$ cat src/rtl/dequ_pkg.sv
// Shared types and codes for the double-ended queue unit.
// Depends on nothing; every other file imports it.
package dequ_pkg;

    localparam int WORD_W  = 32;
    localparam int COUNT_W = 5;

    typedef enum logic [1:0] {
        REQ_PUSH_HEAD = 2'd0,
        REQ_PUSH_TAIL = 2'd1,
        REQ_POP_HEAD  = 2'd2,
        REQ_POP_TAIL  = 2'd3
    } req_e_t;

    typedef enum logic [1:0] {
        ST_OK        = 2'd0,
        ST_UNDERFLOW = 2'd1,
        ST_FULL      = 2'd2
    } status_e_t;

    typedef struct packed {
        logic [1:0]               req_type;
        logic signed [WORD_W-1:0] data_in;
    } req_t;

    typedef struct packed {
        logic signed [WORD_W-1:0] data_out;
        logic [1:0]               status;
        logic [COUNT_W-1:0]       item_count;
        logic                     is_empty;
    } rsp_t;

    typedef struct packed {
        logic shift_in;
        logic shift_out;
        logic tail_push;
    } cell_ctl_t;

endpackage

$ cat src/rtl/dequ_cell.sv
// One storage cell of the queue chain; cell zero holds the front word.
// Depends on dequ_pkg.
module dequ_cell #(
    parameter int CNT_W    = 5,
    parameter int CELL_IDX = 0
) (
    input  logic                              aclk,
    input  dequ_pkg::cell_ctl_t               ctl,
    input  logic [CNT_W-1:0]                  item_cnt,
    input  logic signed [dequ_pkg::WORD_W-1:0] push_data,
    input  logic signed [dequ_pkg::WORD_W-1:0] near_data,
    input  logic signed [dequ_pkg::WORD_W-1:0] far_data,
    output logic signed [dequ_pkg::WORD_W-1:0] data_q
);
    import dequ_pkg::*;

    logic signed [WORD_W-1:0] data_reg;
    logic signed [WORD_W-1:0] data_next;

    always_comb begin
        data_next = data_reg;
        if (ctl.shift_in) begin
            data_next = near_data;
        end else if (ctl.shift_out) begin
            data_next = far_data;
        end else if (ctl.tail_push && (item_cnt == CNT_W'(CELL_IDX))) begin
            data_next = push_data;
        end
    end

    always_ff @(posedge aclk) begin
        data_reg <= data_next;
    end

    assign data_q = data_reg;

endmodule

$ cat src/rtl/double_ended_queue_unit.sv
// Bounded double-ended queue of signed 32-bit words held in a chain of DEPTH cells.
// Depends on dequ_pkg and dequ_cell.
// The front word always sits in cell zero: a push at the head moves every word one
// cell toward the back, a pop at the head moves every word one cell toward the front,
// and a push at the tail writes the cell just past the last word. A pop at the tail
// reads the last occupied cell. Each result is registered, and a new request
// is accepted every cycle as long as the result register is empty or being drained.
// A pop on an empty queue returns underflow and a push on a full queue returns full;
// both leave the queue unchanged. No clearing pass is needed after reset.
module double_ended_queue_unit #(
    parameter int DEPTH = 16
) (
    input  logic             aclk,
    input  logic             aresetn,
    input  logic             s_valid,
    output logic             s_ready,
    input  dequ_pkg::req_t   s_data,
    output logic             m_valid,
    input  logic             m_ready,
    output dequ_pkg::rsp_t   m_data
);
    import dequ_pkg::*;

    localparam int CNT_W = $clog2(DEPTH + 1);
    localparam int IDX_W = (DEPTH > 1) ? $clog2(DEPTH) : 1;

    logic [CNT_W-1:0]  count_reg;
    logic [CNT_W-1:0]  count_next;
    logic              m_valid_reg;
    logic              m_valid_next;
    rsp_t              rsp_reg;
    rsp_t              rsp_next;

    logic signed [WORD_W-1:0] cell_data [DEPTH];
    cell_ctl_t                ctl;

    logic                     accept;
    logic                     is_full;
    logic                     is_none;
    logic [IDX_W-1:0]         tail_idx;
    logic [CNT_W-1:0]         cnt_minus1;
    logic [CNT_W+COUNT_W-1:0] cnt_ext;
    req_e_t                   req;

    assign s_ready  = !m_valid_reg || m_ready;
    assign accept   = s_valid && s_ready;
    assign req      = req_e_t'(s_data.req_type);
    assign is_full  = (count_reg == CNT_W'(DEPTH));
    assign is_none  = (count_reg == '0);
    assign cnt_minus1 = count_reg - CNT_W'(1);
    assign tail_idx = cnt_minus1[IDX_W-1:0];

    always_comb begin
        ctl = '0;
        if (accept) begin
            case (req)
                REQ_PUSH_HEAD: ctl.shift_in  = !is_full;
                REQ_PUSH_TAIL: ctl.tail_push = !is_full;
                REQ_POP_HEAD:  ctl.shift_out = !is_none;
                REQ_POP_TAIL:  ctl = '0;
                default:       ctl = '0;
            endcase
        end
    end

    for (genvar i = 0; i < DEPTH; i++) begin : g_cell
        logic signed [WORD_W-1:0] near_d;
        logic signed [WORD_W-1:0] far_d;
        if (i == 0) begin : g_first
            assign near_d = s_data.data_in;
        end else begin : g_mid
            assign near_d = cell_data[i-1];
        end
        if (i == DEPTH - 1) begin : g_last
            assign far_d = cell_data[i];
        end else begin : g_inner
            assign far_d = cell_data[i+1];
        end
        dequ_cell #(
            .CNT_W    (CNT_W),
            .CELL_IDX (i)
        ) u_cell (
            .aclk      (aclk),
            .ctl       (ctl),
            .item_cnt  (count_reg),
            .push_data (s_data.data_in),
            .near_data (near_d),
            .far_data  (far_d),
            .data_q    (cell_data[i])
        );
    end

    always_comb begin
        count_next = count_reg;
        rsp_next   = rsp_reg;
        rsp_next.data_out = '0;
        rsp_next.status   = ST_OK;
        case (req)
            REQ_PUSH_HEAD, REQ_PUSH_TAIL: begin
                if (is_full) begin
                    rsp_next.status = ST_FULL;
                end else begin
                    count_next = count_reg + CNT_W'(1);
                end
            end
            REQ_POP_HEAD: begin
                if (is_none) begin
                    rsp_next.status = ST_UNDERFLOW;
                end else begin
                    rsp_next.data_out = cell_data[0];
                    count_next = cnt_minus1;
                end
            end
            REQ_POP_TAIL: begin
                if (is_none) begin
                    rsp_next.status = ST_UNDERFLOW;
                end else begin
                    rsp_next.data_out = cell_data[tail_idx];
                    count_next = cnt_minus1;
                end
            end
            default: begin
                rsp_next.status = ST_OK;
            end
        endcase
        cnt_ext = {{COUNT_W{1'b0}}, count_next};
        rsp_next.item_count = cnt_ext[COUNT_W-1:0];
        rsp_next.is_empty   = (count_next == '0);
        if (!accept) begin
            count_next = count_reg;
            rsp_next   = rsp_reg;
        end
    end

    always_comb begin
        m_valid_next = m_valid_reg;
        if (accept) begin
            m_valid_next = 1'b1;
        end else if (m_ready) begin
            m_valid_next = 1'b0;
        end
    end

    always_ff @(posedge aclk) begin
        if (!aresetn) begin
            count_reg   <= '0;
            m_valid_reg <= 1'b0;
        end else begin
            count_reg   <= count_next;
            m_valid_reg <= m_valid_next;
        end
    end

    always_ff @(posedge aclk) begin
        rsp_reg <= rsp_next;
    end

    assign m_valid = m_valid_reg;
    assign m_data  = rsp_reg;

endmodule
$ cat config.mk
export PLATFORM = sky130hd
export DESIGN_NAME = double_ended_queue_unit
export DESIGN_NICKNAME = d
export VERILOG_FILES = /design/src/rtl/dequ_pkg.sv /design/src/rtl/dequ_cell.sv /design/src/rtl/double_ended_queue_unit.sv
export SDC_FILE = /design/constraint.sdc
export NUM_CORES = 1
export LEC_CHECK = 0
export BUFFER_PORTS_ARGS = -buffer_cell sky130_fd_sc_hd__buf_2
export CORE_ASPECT_RATIO = 0.75
export CORE_MARGIN = 1.5
export CORE_UTILIZATION = 40
export DETAILED_ROUTE_END_ITERATION = 8
export RECOVER_POWER = 50
export SYNTH_ARGS = -nofsm -noshare
export SYNTH_HDL_FRONTEND = slang
export SYNTH_SLANG_ARGS = --single-unit
$ cat constraint.sdc
create_clock -name aclk -period 8.41 [get_ports aclk]
set_input_delay 1.682 -clock aclk [delete_from_list [all_inputs] [get_ports aclk]]
set_output_delay 1.682 -clock aclk [all_outputs]
set_load 0.02 [all_outputs]
* After elaboration in Yosys (flattened, before gate mapping) *
Cells that the tools add are included.

operators by class
  add/subtract/negate cells = 2
  $mul = 0
  divide/modulo/power cells = 0
  order comparisons = 1
  eq/ne operators = 20
  shift-type cells = 0
  multiplexer cells = 66
  bitwise logic cells = 1
  reductions and logical operators = 44

operators with widths
  cell                                                 number
  2-to-1 mux 32 bit                                    52
  binary-select mux 32 bit (select 4 bit)              1
  case mux 32 bit (2 select lines)                     1
  nonzero test 3 bit                                   15
  equality test 5 x 4 -> 1 bit, second input constant  8
  equality test 5 x 3 -> 1 bit, second input constant  4
  logical AND 1 bit                                    17
  equality test 5 x 2 -> 1 bit, second input constant  2
  logical NOT 5 bit                                    2
  2-to-1 mux 5 bit                                     2
  case mux 5 bit (2 select lines)                      1
  2-to-1 mux 1 bit                                     6
  adder 5 x 1 -> 5 bit, second input constant          1
  equality test 5 x 1 -> 1 bit, second input constant  1
  equality test 5 bit, second input constant           1
  >= comparator 5 bit, second input constant           1
  NOT 4 -> 5 bit                                       1
  subtractor 5 x 1 -> 5 bit, second input constant     1
  equality test 2 bit, second input constant           2
  case mux 2 bit (2 select lines)                      1
  nonzero test 2 bit                                   2
  OR reduction 2 bit                                   2
  logical NOT 1 bit                                    3
  2-to-1 mux 3 bit                                     1
  other kinds (6)                                      6

storage, ports and cells
  register bits after elaboration = 558
  bits in latches = 0
  bits in writable memories = 0
  memory bits (read-only) = 0
  bits of input ports = 38
  output and inout bits = 42
  logic and storage cells = 156
  memories = 0

* Depth between registers and ports, before layout *
Gate-level depths: netlist of run 1.

  depth in word-level cells = 8
  mapped depth = 15
  gate-level depth less buffers = 6

* Cells and area by module *
Synthesis of run 1 repeated with hierarchy kept, for this count alone.

second synthesis, totals
  cells, all modules = 2723
  area total of the unflattened synthesis = 33264.4 um2

by module, submodules not included
  module                             instances  cells an instance  area an instance (um2)  seq. area each (um2)
  dequ_cell (g_cell[10].u_cell ...)  4          142                1690.4                  960.9
  dequ_cell (g_cell[1].u_cell ...)   4          142                1689.1                  960.9
  double_ended_queue_unit            1          453                6247.2                  1321.3
  dequ_cell (g_cell[11].u_cell ...)  3          141                1686.6                  960.9
  dequ_cell (g_cell[13].u_cell ...)  2          143                1690.4                  960.9
  dequ_cell (g_cell[0].u_cell ...)   2          142                1686.6                  960.9
  dequ_cell (g_cell[3].u_cell)       1          141                1685.4                  960.9

* Worst setup path after synthesis of run 1 *
No wires, ideal clock.

  kind = input-to-reg
  start = in m_ready
  end = reg g_cell[5].u_cell.data_reg[0] (enable)
  setup time = 0.466 ns
  arrival time = 6.263 ns
  required time = 7.944 ns
  setup slack = 1.681 ns
  cell stages on the path = 7
  buffers on the path = 2
  path through = nand2b_1 -> buf_2 -> nand2_1 -> inv_1 -> clkbuf_1 -> nand4_1 -> o21ai_0

on the way
  longest elaborated chain between the ends = 5

ends and longest elaborated chain
  item                            line                           RTL
  start, declared                 double_ended_queue_unit.sv:19  input logic m_ready,
  logical OR 1 bit *              double_ended_queue_unit.sv:45  assign s_ready = !m_valid_reg || m_ready;
  net s_ready                     double_ended_queue_unit.sv:16  output logic s_ready,
  logical AND 1 bit *             double_ended_queue_unit.sv:46  assign accept = s_valid && s_ready;
  net accept                      double_ended_queue_unit.sv:37  logic accept;
  2-to-1 mux 3 bit *              double_ended_queue_unit.sv:55  if (accept) begin
  logical AND 1 bit               dequ_cell.sv:26                end else if (ctl.tail_push && (item_cnt == CNT_W'(CELL_IDX))) begin
  nonzero test 3 bit (no line) *  --
  end signal, assigned            dequ_cell.sv:32                data_reg <= data_next;
  end, declared                   dequ_cell.sv:17                logic signed [WORD_W-1:0] data_reg;

Mark *: on every way through the listed nets, which the timed path passes. The rest lies on a longest branch.
A chain may end at the register's enable or synchronous reset.

* Worst setup path in the final report of run 1 *
  start = reg count_reg[0]
  end = reg g_cell[12].u_cell.data_reg[6] (enable)

on the way
  longest elaborated chain between the ends = 6
  elaborated cells between the ends (all ways) = 11
  those cells by class = eq/ne (2); mux (4); reduce/logical (5)

ends and longest elaborated chain
  item                            line                                                          RTL
  start, declared                 double_ended_queue_unit.sv:27                                 logic [CNT_W-1:0] count_reg;
  start signal, assigned          double_ended_queue_unit.sv:149                                count_reg <= count_next;
  equality test 5 bit             double_ended_queue_unit.sv:48                                 assign is_full = (count_reg == CNT_W'(DEPTH));
  logical NOT 1 bit               double_ended_queue_unit.sv:57, double_ended_queue_unit.sv:58
  2-to-1 mux 1 bit                double_ended_queue_unit.sv:56                                 case (req)
  2-to-1 mux 3 bit                double_ended_queue_unit.sv:55
  logical AND 1 bit               dequ_cell.sv:26
  nonzero test 3 bit (no line) *  --
  end signal, assigned            dequ_cell.sv:32
  end, declared                   dequ_cell.sv:17

Every way passes the cells marked *; elsewhere a longest branch is shown, timed or not.

==> results of run 1 <==
-- worst reg2reg max path: stages, from the launching register on --
cell and delay [ns]:
dfxtp_4 1.05, inv_1 0.16, ha_1 0.33, or3b_1 0.30, or2_0 2.24, nand2_1 0.18
buf_4 0.38, o21ai_0 0.11, clkbuf_2 1.15
-- cell usage in the layout (no fill, tap or decap), drive strengths merged, types with 3 or more instances in the layout --
cell,n
a221o,448
mux2,96
a21oi,10
nand2,40
edfxtp,552
ha,6
nand2b,5
buf,65
nor3b,3
dfxtp,6
and3,3
o211ai,32
mux4,128
nor2,8
nor2b,3
nor3,6
nand4,6
o21a,3
a21boi,31
clkinv,24
o21ai,18
inv,10
clkbuf,123
or2,3
nand3,33
xnor2,3
mux2i,33
bufinv,3
-- area by class of cell --
| type | count | area, um^2 | area share, % |
|---|---|---|---|
| multi-input combinational | 946 | 10800 | 34.7 |
| tap | 946 | 1180 | 3.82 |
| sequential | 558 | 16700 | 53.9 |
| inverter | 9 | 33.8 | 0.109 |
| clock buffer | 73 | 1470 | 4.73 |
| timing repair buffer | 115 | 628 | 2.03 |
| clock inverter | 30 | 225 | 0.726 |
-- logic make-up (layout without fill, tap and decap cells) --
| group | Yosys count | after routing | share of synthesized area, % |
|---|---|---|---|
| adder cells (fa/ha/maj) | 6 | 6 | 0.263 |
| flip-flops | 558 | 558 | 58.5 |
| buffers and inverters | 218 | 227 | 4.20 |
| AND/OR/NAND/NOR | 123 | 123 | 2.34 |
| multiplexers | 257 | 257 | 15.1 |
| AO/OA/AOI/OAI | 556 | 556 | 19.5 |
| XOR/XNOR | 4 | 4 | 0.149 |
-- power groups by stage --
stage	logic [uW]	registers, uW	clock network [uW]
floorplan	1070	3520	0
global placement	1440	3560	0
detailed placement	1460	3560	0
CTS	1470	3510	2460
global route	1570	3530	2570
finish	1480	3510	2420
-- layer usage --
metal	global-route usage, %	up-vias	part of all wire (%)
li1	-	7617	-
met1	32.8	9743	44
met2	31.3	1185	43
met3	5.31	130	11
met4	6.28	0	2.5
met5	0	-	0
-- how the worst min path moves through the flow --
stage	slack [ns]	cells after the start	to	start
2_1_floorplan	0.54	1	g_cell[14].u_cell.data_q[10]	g_cell[15].u_cell.data_q[10]
3_3_place_gp	0.56	1	g_cell[14].u_cell.data_q[6]	g_cell[15].u_cell.data_q[6]
3_5_place_dp	0.57	1	g_cell[14].u_cell.data_q[26]	g_cell[15].u_cell.data_q[26]
4_1_cts	0.58	1	g_cell[14].u_cell.data_q[13]	g_cell[15].u_cell.data_q[13]
5_1_grt	0.59	1	g_cell[14].u_cell.data_q[26]	g_cell[15].u_cell.data_q[26]
6_report	0.57	1	g_cell[14].u_cell.data_q[13]	g_cell[15].u_cell.data_q[13]
-- through the flow --
step	instance area (um^2)	instances	worst slack (ns)	power, uW
5_1_grt	31000	2677	1.78	7670
2_1_floorplan	28500	1722	1.68	4590
6_report	31000	2677	2.04	7410
4_1_cts	31200	2677	3.81	7440
3_3_place_gp	29500	2574	3.19	5000
3_5_place_dp	29500	2574	3.15	5020
==> results.json, run 1 <==
{
  "avgRoutedWirePerCell_um": 30.3,
  "r2r_end": "g_cell[12].u_cell.data_q[6]",
  "synth_flop_cell": "edfxtp_1",
  "synth_area_leaders": "edfxtp_1 58%, a221o_1 16%, mux4_2 10%, mux2_1 2.2%, a21boi_4 1.7%",
  "critPathBufInv": 3,
  "cts_max_level": 2,
  "p_comb_share_pct": 20.0,
  "rows": 84,
  "crit_path_end": "g_cell[12].u_cell.data_q[6]",
  "nets": 1729,
  "setup_violations": 0,
  "seqPwrFrac_pct": 47.4,
  "yosysWarnings": 0,
  "synth_cells": 1722,
  "cap_violations": 10,
  "clkPwrFrac_pct": 32.6,
  "ir_worst_vdd_mv": 0.159,
  "clock_latency_ns": 0.64,
  "period_share_pct": 75.7,
  "whs_ns": 0.565,
  "io_pins": 80,
  "p_sw_uw": 2100,
  "grt_pass1_wl_um": 120000,
  "largest_reg_flops": 512,
  "clkSlewWorstSetupHoldPaths_ns": 0.06,
  "crit_required_ns": 8.63,
  "vias_per_cell": 6.98,
  "cp_data_arrival_time_ns": 6.59,
  "failed_checks": "capacitance limit, slew limit",
  "ctsResizeCount": 0,
  "fin_util_pct": 44.1,
  "netlist_top_cells_count": "552 x edfxtp_1, 448 x a221o_1, 128 x mux4_2, 102 x clkbuf_1, 57 x buf_2",
  "status": "finished, violations left",
  "worst_r2r_path_depth": 8,
  "core_area_um2": 70300,
  "r2r_start": "count_reg[0]",
  "clockRootBuffer": "clkbuf_16",
  "max_freq_mhz": 157,
  "postCtsHoldBufs": 0,
  "place_congestion": 0.792,
  "diodes": 0,
  "slowest_stage": "or2_0",
  "p_leak_uw": 0.0100,
  "fp.dieH_um": 234,
  "rsz0062_at_grt": "no",
  "skew_ns": 0.0240,
  "synth_cell_type_count": 61,
  "synth.yosys.seq_area_share_pct": 58.5,
  "portBuffers": 79,
  "syn_area_um2": 28500,
  "period_needed_ns": 6.37,
  "post-cts-setup-buffers": 0,
  "first_pass_iters": 6,
  "die_area_um2": 72900,
  "p_int_uw": 5300,
  "grt_overflow": 0,
  "nFillCells": 6130,
  "synth.most_common_cell": "edfxtp_1",
  "drt_wl_total_um": 81200,
  "grtUsageTotal_pct": 21.8,
  "rrSetupSlack_ns": 2.04,
  "grt_max_degree": 233,
  "p_sw_share_pct": 28.4,
  "cts_buffer_depth": 3,
  "drt-initial-drc-count": 2402,
  "powerDensity_nw_per_um2": 239,
  "tightest_slew_ns": 3.64,
  "start_util_pct": 40.6,
  "critical_path_class": "reg2reg",
  "critPathLaunchType": "flip-flop",
  "grt_antenna_before_repair": 1,
  "num_vias": 18700,
  "finalHoldViolations": 0,
  "syn-num-nets": 1766,
  "cp_cell_sequence": "inv_1, ha_1, or3b_1, or2_0, nand2_1, buf_4, o21ai_0, clkbuf_2",
  "critPathLaunch": "count_reg[0]",
  "critPathMaxFanout": 51,
  "drc": 0,
  "synth_top_area_cell": "edfxtp_1",
  "synth_edf_count": 552,
  "chipWidth_um": 311,
  "drive_gt1_share_pct": 20.8,
  "ys_ff_latch": 558,
  "grt_pass1_vias": 17600,
  "cp.depth": 8,
  "avgSynthCellArea_um2": 16.6,
  "cts_buffers": 55,
  "cpLargestDelayFamily": "simple AND/OR/NAND/NOR gates",
  "tritoncts": "built",
  "ant_nets": 0,
  "cts.sinks": 558,
  "area_growth_pct": 8.67,
  "cpPeakStageDelay_ns": 2.24,
  "hold_path.class": "reg2reg",
  "setup-tns-final_ns": 0,
  "dp_hpwl_um": 42600,
  "critPathCaptureType": "flip-flop",
  "drv_slew": 709,
  "slew_headroom_pct": -142,
  "synth_top_area_share_pct": 58.1,
  "async_reset_ff_share_pct": 0
}
Note: power is estimated with default switching activity, not from simulation.
==> inputs of run 2 (changes only) <==
Settings changed: ABC_AREA set to 1.
Clock period 8.41 ns to 5.7 ns, I/O delays scaled along.
==> results.json, run 2 <==
{
  "status": "finished, violations left",
  "failed_checks": "capacitance limit, slew limit",
  "rows": 86,
  "period_share_pct": 81.3,
  "yosysWarnings": 0,
  "rsz0062_at_grt": "no",
  "drv_slew": 370,
  "setup_violations": 0,
  "hold_path.class": "reg2reg",
  "ant_nets": 0,
  "finalHoldViolations": 0,
  "synth_top_area_cell": "edfxtp_1",
  "grt_overflow": 0,
  "drive_gt1_share_pct": 5.20,
  "synth_edf_count": 552,
  "dp_hpwl_um": 50300,
  "p_comb_share_pct": 19.0,
  "setup-tns-final_ns": 0,
  "cap_violations": 5,
  "ctsResizeCount": 0,
  "whs_path_depth": 2,
  "postCtsHoldBufs": 0,
  "clockRootBuffer": "clkbuf_16",
  "drt_wl_total_um": 94600,
  "portBuffers": 79,
  "slew_headroom_pct": -96.7,
  "cp_data_arrival_time_ns": 4.90,
  "num_vias": 25600,
  "crit_required_ns": 5.97,
  "syn_area_um2": 30000,
  "ys_ff_latch": 558,
  "synth.most_common_cell": "nand2_1",
  "use_met2_pct": 36.5,
  "diodes": 0,
  "start_util_pct": 40.6,
  "max_freq_mhz": 216,
  "clkPwrFrac_pct": 33.3,
  "chipWidth_um": 319,
  "p_sw_uw": 3370,
  "regArea_um2": 16700,
  "cts_buffer_depth": 3,
  "avgRoutedWirePerCell_um": 20.8,
  "core_area_um2": 73800,
  "ir_worst_vdd_mv": 0.231,
  "clkSlewWorstSetupHoldPaths_ns": 0.06,
  "multi_input_area_um2": 11900,
  "grt_antenna_before_repair": 0,
  "p_leak_uw": 0.0122,
  "drt-initial-drc-count": 3623,
  "post-cts-setup-buffers": 0,
  "synth.yosys.seq_area_share_pct": 55.7,
  "cts_buffers": 55,
  "cts_max_level": 2,
  "fin_util_pct": 43.9,
  "critPathCaptureType": "flip-flop",
  "fp.dieH_um": 240,
  "nFillCells": 7365,
  "clock_latency_ns": 0.64,
  "drc": 0,
  "synth_top_area_share_pct": 55.3,
  "synth_area_leaders": "edfxtp_1 55%, nand2_1 22%, nand3_1 16%, buf_2 2.1%, clkbuf_1 1.2%",
  "final_cell_mix": "1751 x nand2_1, 950 x nand3_1, 552 x edfxtp_1",
  "syn-num-nets": 3669,
  "grt_pass1_wl_um": 142000,
  "vias_per_cell": 5.64,
  "io_pins": 80,
  "grtUsageMet1_pct": 35.3,
  "seqPwrFrac_pct": 47.7,
  "worst_r2r_path_depth": 13,
  "mostFrequentLayoutCell": "nand2_1",
  "met3_usage_pct": 4.03,
  "grt_busiest_layer": "met2",
  "tritoncts": "built",
  "dp_cells": 4447,
  "p_sw_share_pct": 31.2,
  "area_growth_pct": 7.96,
  "grt_max_degree": 245,
  "tightest_slew_ns": 2.95,
  "critical_path_class": "reg2reg",
  "cts.sinks": 558,
  "place_congestion": 0.792,
  "avgSynthCellArea_um2": 8.27,
  "first_pass_iters": 6,
  "synth_cell_type_count": 26,
  "synth_flop_cell": "edfxtp_1",
  "powerDensity_nw_per_um2": 334,
  "grtUsageTotal_pct": 24.1,
  "nets": 3580,
  "period_needed_ns": 4.63,
  "die_area_um2": 76600,
  "p_int_uw": 7420,
  "critPathLaunchType": "flip-flop",
  "skew_ns": 0.0244,
  "critPathMaxFanout": 90,
  "async_reset_ff_share_pct": 0,
  "synth_cells": 3625,
  "netlist_top_cells_count": "1753 x nand2_1, 934 x nand3_1, 552 x edfxtp_1, 127 x buf_2, 93 x clkbuf_1",
  "largest_reg_flops": 512,
  "final_cells": 4548,
  "grt_pass1_vias": 23200
}
[run 2: layout make-up]
| type | instances | area share (%) |
|---|---|---|
| flip-flops and latches | 558 | 51.6 |
| clock inverters | 30 | 0.638 |
| well taps | 968 | 3.74 |
| inverters | 34 | 0.448 |
| clock buffers | 71 | 4.57 |
| multi-input cells | 2767 | 36.8 |
| repair buffers | 120 | 2.23 |
[run 2: kinds of logic after synthesis]
group	Yosys count	synth area share, %
flip-flops	558	55.7
adder cells (fa/ha/maj)	6	0.250
AND/OR/NAND/NOR	2737	38.9
AO/OA/AOI/OAI	24	0.401
buffers and inverters	300	4.77
[run 2: final timing paths]
path	startpoint	end	slack, ns
worst min register to register	m_valid	m_valid	0.53
worst max register to register	count_reg[0]	g_cell[4].u_cell.data_q[20]	1.07
worst max-delay path	count_reg[0]	g_cell[4].u_cell.data_q[20]	1.07
worst min-delay path	m_valid	m_valid	0.53
[run 2: per-stage QoR]
step	total power (uW)	setup slack, ns	hold slack (ns)	area, um^2
3_5_place_dp	7260	1.35	0.513	30900
6_report	10800	1.07	0.530	32400
3_3_place_gp	7240	1.38	0.520	30900
5_1_grt	11200	0.947	0.547	32400
2_1_floorplan	6500	0.774	0.537	30000
4_1_cts	10800	1.88	0.520	32600
[run 2: metal layers]
metal,vias up,share of wire [%]
li1,12000,-
met5,-,0
met1,12200,45
met3,133,9.1
met2,1235,44
met4,0,2.6
[run 2: worst max-delay path, stage by stage, from the launching register on]
cell	delay, ns
dfxtp_1	0.48
inv_8	0.23
ha_1	0.34
nand2_1	0.08
inv_1	0.05
nand2_1	0.15
nand2_1	0.12
inv_1	0.13
nand3_4	0.39
inv_8	0.39
nor2_1	0.07
buf_4	0.25
o21ai_1	0.93
buf_4	0.61
[run 2: power by group through the flow]
stage	clock network (uW)	logic [uW]	registers (uW)
final	3600	2050	5150
after global placement	0	2010	5230
after floorplan	0	1280	5220
after global routing	3790	2220	5180
after CTS	3650	2030	5140
after detailed placement	0	2030	5230
